==> src/hw/rtl/gss_pkg.sv <==
package gss_pkg;

    localparam int STEPS      = 12;
    localparam int CHANNELS   = 8;
    localparam int PHASE_BITS = 32;

    localparam int STEP_W  = $clog2(STEPS);
    localparam int COUNT_W = $clog2(STEPS + 1);
    localparam int CHAN_W  = (CHANNELS > 1) ? $clog2(CHANNELS) : 1;

    // Field widths fixed at the ports
    localparam int INC_W      = 32;
    localparam int REQ_W      = 4;
    localparam int TOG_CH_W   = 3;
    localparam int TOG_STEP_W = 4;
    localparam int GATES_W    = 8;
    localparam int CUR_STEP_W = 4;

    typedef logic [CHANNELS-1:0] gate_row_t;

    typedef struct packed {
        logic              running;
        logic              advanced;
        logic [STEP_W-1:0] step;
    } seq_status_t;

endpackage

==> src/hw/rtl/gss_timing.sv <==
module gss_timing (
    input  logic                         aclk,
    input  logic                         aresetn,
    input  logic                         accept,
    input  logic                         run_button,
    input  logic                         reset_level,
    input  logic                         ext_clock_connected,
    input  logic                         ext_clock_level,
    input  logic [gss_pkg::INC_W-1:0]    phase_increment,
    input  logic [gss_pkg::REQ_W-1:0]    step_count_request,
    output gss_pkg::seq_status_t         status_next
);
    import gss_pkg::*;

    logic                  run_reg, run_next;
    logic                  prev_run_reg, prev_clk_reg, prev_rst_reg;
    logic                  prev_clk_next;
    logic [PHASE_BITS-1:0] phase_reg, phase_next;
    logic [STEP_W-1:0]     step_reg, step_next;
    logic [PHASE_BITS:0]   phase_sum;
    logic [COUNT_W-1:0]    count;
    logic [COUNT_W:0]      step_inc;
    logic                  advance;
    logic                  rst_edge;

    assign phase_sum = {1'b0, phase_reg} + {1'b0, PHASE_BITS'(phase_increment)};
    assign rst_edge  = reset_level && !prev_rst_reg;

    always_comb begin
        // clamp the active step count to 1..STEPS
        if (step_count_request == '0) begin
            count = COUNT_W'(1);
        end else if (int'(step_count_request) > STEPS) begin
            count = COUNT_W'(STEPS);
        end else begin
            count = COUNT_W'(step_count_request);
        end
    end

    assign step_inc = (COUNT_W + 1)'(step_reg) + (COUNT_W + 1)'(1);

    always_comb begin
        run_next      = run_reg ^ (run_button && !prev_run_reg);
        prev_clk_next = prev_clk_reg;
        phase_next    = phase_reg;
        advance       = 1'b0;
        step_next     = step_reg;

        if (run_next) begin
            if (ext_clock_connected) begin
                if (ext_clock_level && !prev_clk_reg) begin
                    phase_next = '0;
                    advance    = 1'b1;
                end
                prev_clk_next = ext_clock_level;
            end else begin
                phase_next = phase_sum[PHASE_BITS-1:0];
                advance    = phase_sum[PHASE_BITS];
            end
        end

        if (rst_edge) begin
            phase_next = '0;
            step_next  = '0;
            advance    = 1'b1;
        end else if (advance) begin
            if (step_inc >= {1'b0, count}) begin
                step_next = '0;
            end else begin
                step_next = step_inc[STEP_W-1:0];
            end
        end
    end

    always_ff @(posedge aclk) begin
        if (!aresetn) begin
            run_reg      <= 1'b1;
            prev_run_reg <= 1'b0;
            prev_clk_reg <= 1'b0;
            prev_rst_reg <= 1'b0;
            phase_reg    <= '0;
            step_reg     <= '0;
        end else if (accept) begin
            run_reg      <= run_next;
            prev_run_reg <= run_button;
            prev_clk_reg <= prev_clk_next;
            prev_rst_reg <= reset_level;
            phase_reg    <= phase_next;
            step_reg     <= step_next;
        end
    end

    assign status_next.running  = run_next;
    assign status_next.advanced = advance;
    assign status_next.step     = step_next;

endmodule

==> src/hw/rtl/gss_grid.sv <==
module gss_grid (
    input  logic                            aclk,
    input  logic                            aresetn,
    input  logic                            accept,
    input  logic                            toggle_valid,
    input  logic [gss_pkg::TOG_CH_W-1:0]    toggle_channel,
    input  logic [gss_pkg::TOG_STEP_W-1:0]  toggle_step,
    input  logic [gss_pkg::STEP_W-1:0]      read_step,
    output gss_pkg::gate_row_t              read_row
);
    import gss_pkg::*;

    gate_row_t grid_reg  [STEPS];
    gate_row_t grid_next [STEPS];
    logic      hit;

    assign hit = toggle_valid && (int'(toggle_step) < STEPS)
              && (int'(toggle_channel) < CHANNELS);

    always_comb begin
        for (int s = 0; s < STEPS; s++) begin
            grid_next[s] = grid_reg[s];
        end
        // flip one cell
        if (hit) begin
            grid_next[STEP_W'(toggle_step)] = grid_reg[STEP_W'(toggle_step)]
                ^ (gate_row_t'(1) << CHAN_W'(toggle_channel));
        end
    end

    // read sees this word's toggle
    assign read_row = grid_next[read_step];

    always_ff @(posedge aclk) begin
        if (!aresetn) begin
            for (int s = 0; s < STEPS; s++) begin
                grid_reg[s] <= '0;
            end
        end else if (accept) begin
            for (int s = 0; s < STEPS; s++) begin
                grid_reg[s] <= grid_next[s];
            end
        end
    end

endmodule

==> src/hw/rtl/gate_step_sequencer.sv <==
// Result: a word accepted at the input is valid at the output in the cycle after.
// Throughput: one word per cycle unless a pending result waits on m_ready; the
// state update and the result register are written together, and the input is
// taken while the result register is being drained.
// Reset (aresetn, synchronous, active low): grid cleared, step 0, phase 0,
// running, edge detectors low, no result pending.
module gate_step_sequencer (
    input  logic                             aclk,
    input  logic                             aresetn,
    input  logic                             s_valid,
    output logic                             s_ready,
    input  logic                             s_run_button,
    input  logic                             s_reset_level,
    input  logic                             s_ext_clock_connected,
    input  logic                             s_ext_clock_level,
    input  logic [gss_pkg::INC_W-1:0]        s_phase_increment,
    input  logic [gss_pkg::REQ_W-1:0]        s_step_count_request,
    input  logic                             s_toggle_valid,
    input  logic [gss_pkg::TOG_CH_W-1:0]     s_toggle_channel,
    input  logic [gss_pkg::TOG_STEP_W-1:0]   s_toggle_step,
    output logic                             m_valid,
    input  logic                             m_ready,
    output logic [gss_pkg::GATES_W-1:0]      m_channel_gates,
    output logic [gss_pkg::CUR_STEP_W-1:0]   m_current_step,
    output logic                             m_running,
    output logic                             m_step_advanced
);
    import gss_pkg::*;

    logic                  accept;
    seq_status_t           status_next;
    gate_row_t             row;
    logic                  valid_reg;
    logic [GATES_W-1:0]    gates_reg;
    logic [CUR_STEP_W-1:0] step_reg;
    logic                  running_reg;
    logic                  advanced_reg;

    assign s_ready = !valid_reg || m_ready;
    assign accept  = s_valid && s_ready;

    gss_timing u_timing (
        .aclk                (aclk),
        .aresetn             (aresetn),
        .accept              (accept),
        .run_button          (s_run_button),
        .reset_level         (s_reset_level),
        .ext_clock_connected (s_ext_clock_connected),
        .ext_clock_level     (s_ext_clock_level),
        .phase_increment     (s_phase_increment),
        .step_count_request  (s_step_count_request),
        .status_next         (status_next)
    );

    gss_grid u_grid (
        .aclk           (aclk),
        .aresetn        (aresetn),
        .accept         (accept),
        .toggle_valid   (s_toggle_valid),
        .toggle_channel (s_toggle_channel),
        .toggle_step    (s_toggle_step),
        .read_step      (status_next.step),
        .read_row       (row)
    );

    always_ff @(posedge aclk) begin
        if (!aresetn) begin
            valid_reg <= 1'b0;
        end else if (accept) begin
            valid_reg <= 1'b1;
        end else if (m_ready) begin
            valid_reg <= 1'b0;
        end
    end

    always_ff @(posedge aclk) begin
        if (accept) begin
            gates_reg    <= GATES_W'(row);
            step_reg     <= CUR_STEP_W'(status_next.step);
            running_reg  <= status_next.running;
            advanced_reg <= status_next.advanced;
        end
    end

    assign m_valid         = valid_reg;
    assign m_channel_gates = gates_reg;
    assign m_current_step  = step_reg;
    assign m_running       = running_reg;
    assign m_step_advanced = advanced_reg;

endmodule
==> config.mk <==
export PLATFORM = sky130hd
export DESIGN_NAME = gate_step_sequencer
export DESIGN_NICKNAME = d
export VERILOG_FILES = /design/src/hw/rtl/gss_pkg.sv /design/src/hw/rtl/gss_timing.sv /design/src/hw/rtl/gss_grid.sv /design/src/hw/rtl/gate_step_sequencer.sv
export SDC_FILE = /design/constraint.sdc
export NUM_CORES = 1
export LEC_CHECK = 0
export ABC_AREA = 0
export BUFFER_PORTS_ARGS = -buffer_cell sky130_fd_sc_hd__buf_2
export CAP_MARGIN = 20
export CORE_ASPECT_RATIO = 1.2
export CORE_MARGIN = 2
export CORE_UTILIZATION = 40
export CTS_CLUSTER_DIAMETER = 50
export DETAILED_ROUTE_END_ITERATION = 8
export SYNTH_ARGS = -nofsm -noshare
export SYNTH_HDL_FRONTEND = slang
export SYNTH_SLANG_ARGS = --single-unit
==> constraint.sdc <==
create_clock -name aclk -period 3.9 [get_ports aclk]
set_input_delay 0.78 -clock aclk [delete_from_list [all_inputs] [get_ports aclk]]
set_output_delay 0.78 -clock aclk [all_outputs]
set_load 0.02 [all_outputs]
==> flow_summary.json <==
{
  "syn-instance-count": 978,
  "dp_hpwl_um": 18800,
  "netlist_top_cells_area": "edfxtp_1, mux2i_1, dfxtp_1",
  "wirelength_um": 26200,
  "rrSetupSlack_ns": 0.36,
  "crit_buf_inv": 3,
  "drt_drc_violations_left": 0,
  "die_y_um": 178,
  "ir_drop_mv": 0.296,
  "wire_per_inst_um": 18.2,
  "routabilityCongestion": 0.895,
  "num_vias": 7911,
  "post_cts_buffers": 0,
  "grt_use_total": 0.202,
  "synth-main-ff-cell": "edfxtp_1",
  "cts_made_buffers": 17,
  "holdPathStages": 2,
  "worstPathArrival_ns": 3.89,
  "place_ws_ns": -0.161,
  "syn-num-nets": 1068,
  "grt_antenna_before_repair": 0,
  "die_w_um": 149,
  "worst-path-max-fanout": 8,
  "fmax_mhz": 276,
  "coreArea_mm2": 0.0248,
  "synth_area_mm2": 0.0101,
  "cts_num_sinks": 151,
  "synth_area_per_cell_um2": 10.3,
  "layout_common_cells": "nor2_1, mux2i_1, edfxtp_1",
  "hold_viol": 0,
  "p_per_area_mw_per_mm2": 357,
  "largest_register_ff_count": 96,
  "rsz0062_at_grt": "false",
  "io_pins": 68,
  "critPathMaxStageDelay_ns": 0.61,
  "antenna_left": 0,
  "leakage_nw": 4.56,
  "clk_latency_ns": 0.43,
  "r2r_end": "m_channel_gates[6]",
  "post-route-worst-setup-slack_ns": 0.277,
  "drtPass1Iterations": 5,
  "diodes": 0,
  "cts_tree": "yes",
  "yosys.area_share.adder": 0.0480,
  "finalInstanceArea_mm2": 0.0119,
  "synth_top_family_by_area": "multiplexers",
  "min_path_type": "reg2reg",
  "grt_pass1_wl_um": 41700,
  "synth_top_area_share": 0.328,
  "required_ns": 4.17,
  "ys_ff_latch": 151,
  "synth_warnings": 0,
  "yosys.area.top_type": "edfxtp_1",
  "clk_path_buf_depth": 2,
  "tightest_slew_ns": 0.758,
  "fin_crit_sh": 0.929,
  "portBuffers": 67,
  "r2r-start": "u_timing.phase_reg[0]",
  "final.fill_count": 2347,
  "h-tree-depth": 4,
  "worstSetupEndpointType": "flop",
  "slew_violations": 0,
  "drive_gt1_frac": 0.206,
  "crit_top_cell": "o211ai_1",
  "placed_area_mm2": 0.0113,
  "holdPathEnd": "u_timing.phase_reg[22]",
  "postCtsHoldBufs": 0,
  "synth-simple-area-share": 0.157,
  "max_slew_margin": 0.491,
  "synth_edf_count": 110,
  "std_cell_rows": 63,
  "clk_pin_slew_ns": 0.07,
  "cts_resized": 0,
  "cpMaxStageDelayCell": "nor3_2",
  "synth.distinct_cells": 65,
  "drt_iter0_drc": 453,
  "synth_compound_area_frac": 0.136,
  "area_growth_syn_to_layout_pct": 18.1,
  "root_buffer": "clkbuf_16",
  "synth-xor-area-share": 0.0338,
  "grt-ovfl-total": 0,
  "finClkSkew_ns": 0.0131,
  "grt_pass1_vias": 7873,
  "initial_core_util": 0.407,
  "min_period_ns": 3.62,
  "grt_max_degree": 83,
  "ys_seq_area_frac": 0.410,
  "final_common_cell": "nor2_1",
  "crit_family": "compound AO/OA/AOI/OAI gates",
  "synthMuxAreaShare": 0.190,
  "startpoint_type": "primary input",
  "drv_cap": 0,
  "min_from": "u_timing.phase_reg[22]",
  "die-area_mm2": 0.0265,
  "path_class": "in2reg",
  "crit_chain": "buf_2, ha_1, inv_1, fa_1, nand2b_1, a21oi_1, o211ai_1, nand3_1, a31oi_4, buf_12, o32a_4, nor3_2, a22oi_1, o211ai_1",
  "nets": 1188,
  "async_flop_share": 0,
  "reg2reg_depth": 13,
  "viasPerCell": 5.51,
  "setup_viol": 0,
  "outcome": "complete, no violations"
}
## cells in the mapped netlist (10+ instances only)
cell,number
nor2_1,123
nor2b_1,48
xnor2_1,20
nand2b_1,10
ha_1,37
mux2_2,12
o211ai_1,14
clkbuf_1,27
xor2_1,17
a21oi_1,56
mux4_2,24
edfxtp_1,110
nand3_1,21
inv_1,18
o21ai_0,45
dfxtp_1,41
a21o_1,13
a22oi_1,35
mux2i_1,119
nand2_1,69
## worst min-delay path: stages (launching register included)
cell and delay (ns):
dfxtp_1 0.33, nand2_1 0.05, o21ai_0 0.06
## cells by family after synthesis
group,after synthesis
simple gates,324
compound gates,208
mux,158
flops,151
buf+inv,61
xor+xnor,38
fa+ha+maj,38
## final cells by class
cell class              instances  area, µm²  area share
inverters                      18       67.6     0.00568
clock inverters                11       83.8     0.00705
clock buffers                  21        472      0.0397
multi-input cells             766       5720       0.481
well taps                     325        407      0.0342
flip-flops and latches        151       4120       0.347
repair buffers                144       1010      0.0853
## how the worst max path moves through the flow
stage / startpoint / cells past startpoint / to
2_1_floorplan: aresetn / 3 / u_grid.grid_reg[0][0]
3_3_place_gp: s_phase_increment[0] / 15 / m_channel_gates[3]
3_5_place_dp: s_phase_increment[0] / 14 / m_channel_gates[6]
4_1_cts: s_phase_increment[0] / 14 / m_channel_gates[6]
5_1_grt: s_phase_increment[0] / 14 / m_channel_gates[6]
6_report: s_phase_increment[0] / 14 / m_channel_gates[6]
## power breakdown
part	internal, mW	total (mW)	switching [mW]
clock	0.880	1.59	0.713
sequential	1.84	1.89	0.0546
combinational	0.321	0.762	0.441
## metal layers
| metal | vias up | track usage | routed length, µm |
|---|---|---|---|
| met5 | - | 0 | 0 |
| met4 | 0 | 0.0623 | 500 |
| met3 | 30 | 0.0332 | 1130 |
| met2 | 169 | 0.342 | 12700 |
| met1 | 3829 | 0.266 | 11900 |
| li1 | 3883 | - | - |
## metrics by stage
| step | total power [mW] | TNS, ns | hold slack, ns | cells | util |
|---|---|---|---|---|---|
| detailed placement | 2.68 | -0.750 | 0.452 | 1404 | 0.458 |
| global placement | 2.68 | -0.0261 | 0.442 | 1404 | 0.458 |
| floorplan | 2.42 | 0 | 0.429 | 978 | - |
| CTS | 4.28 | 0 | 0.463 | 1436 | 0.480 |
| finish | 4.25 | 0 | 0.462 | 1436 | 0.480 |
| global route | 4.44 | 0 | 0.486 | 1436 | 0.480 |
Note: power is estimated with default switching activity, not from simulation.
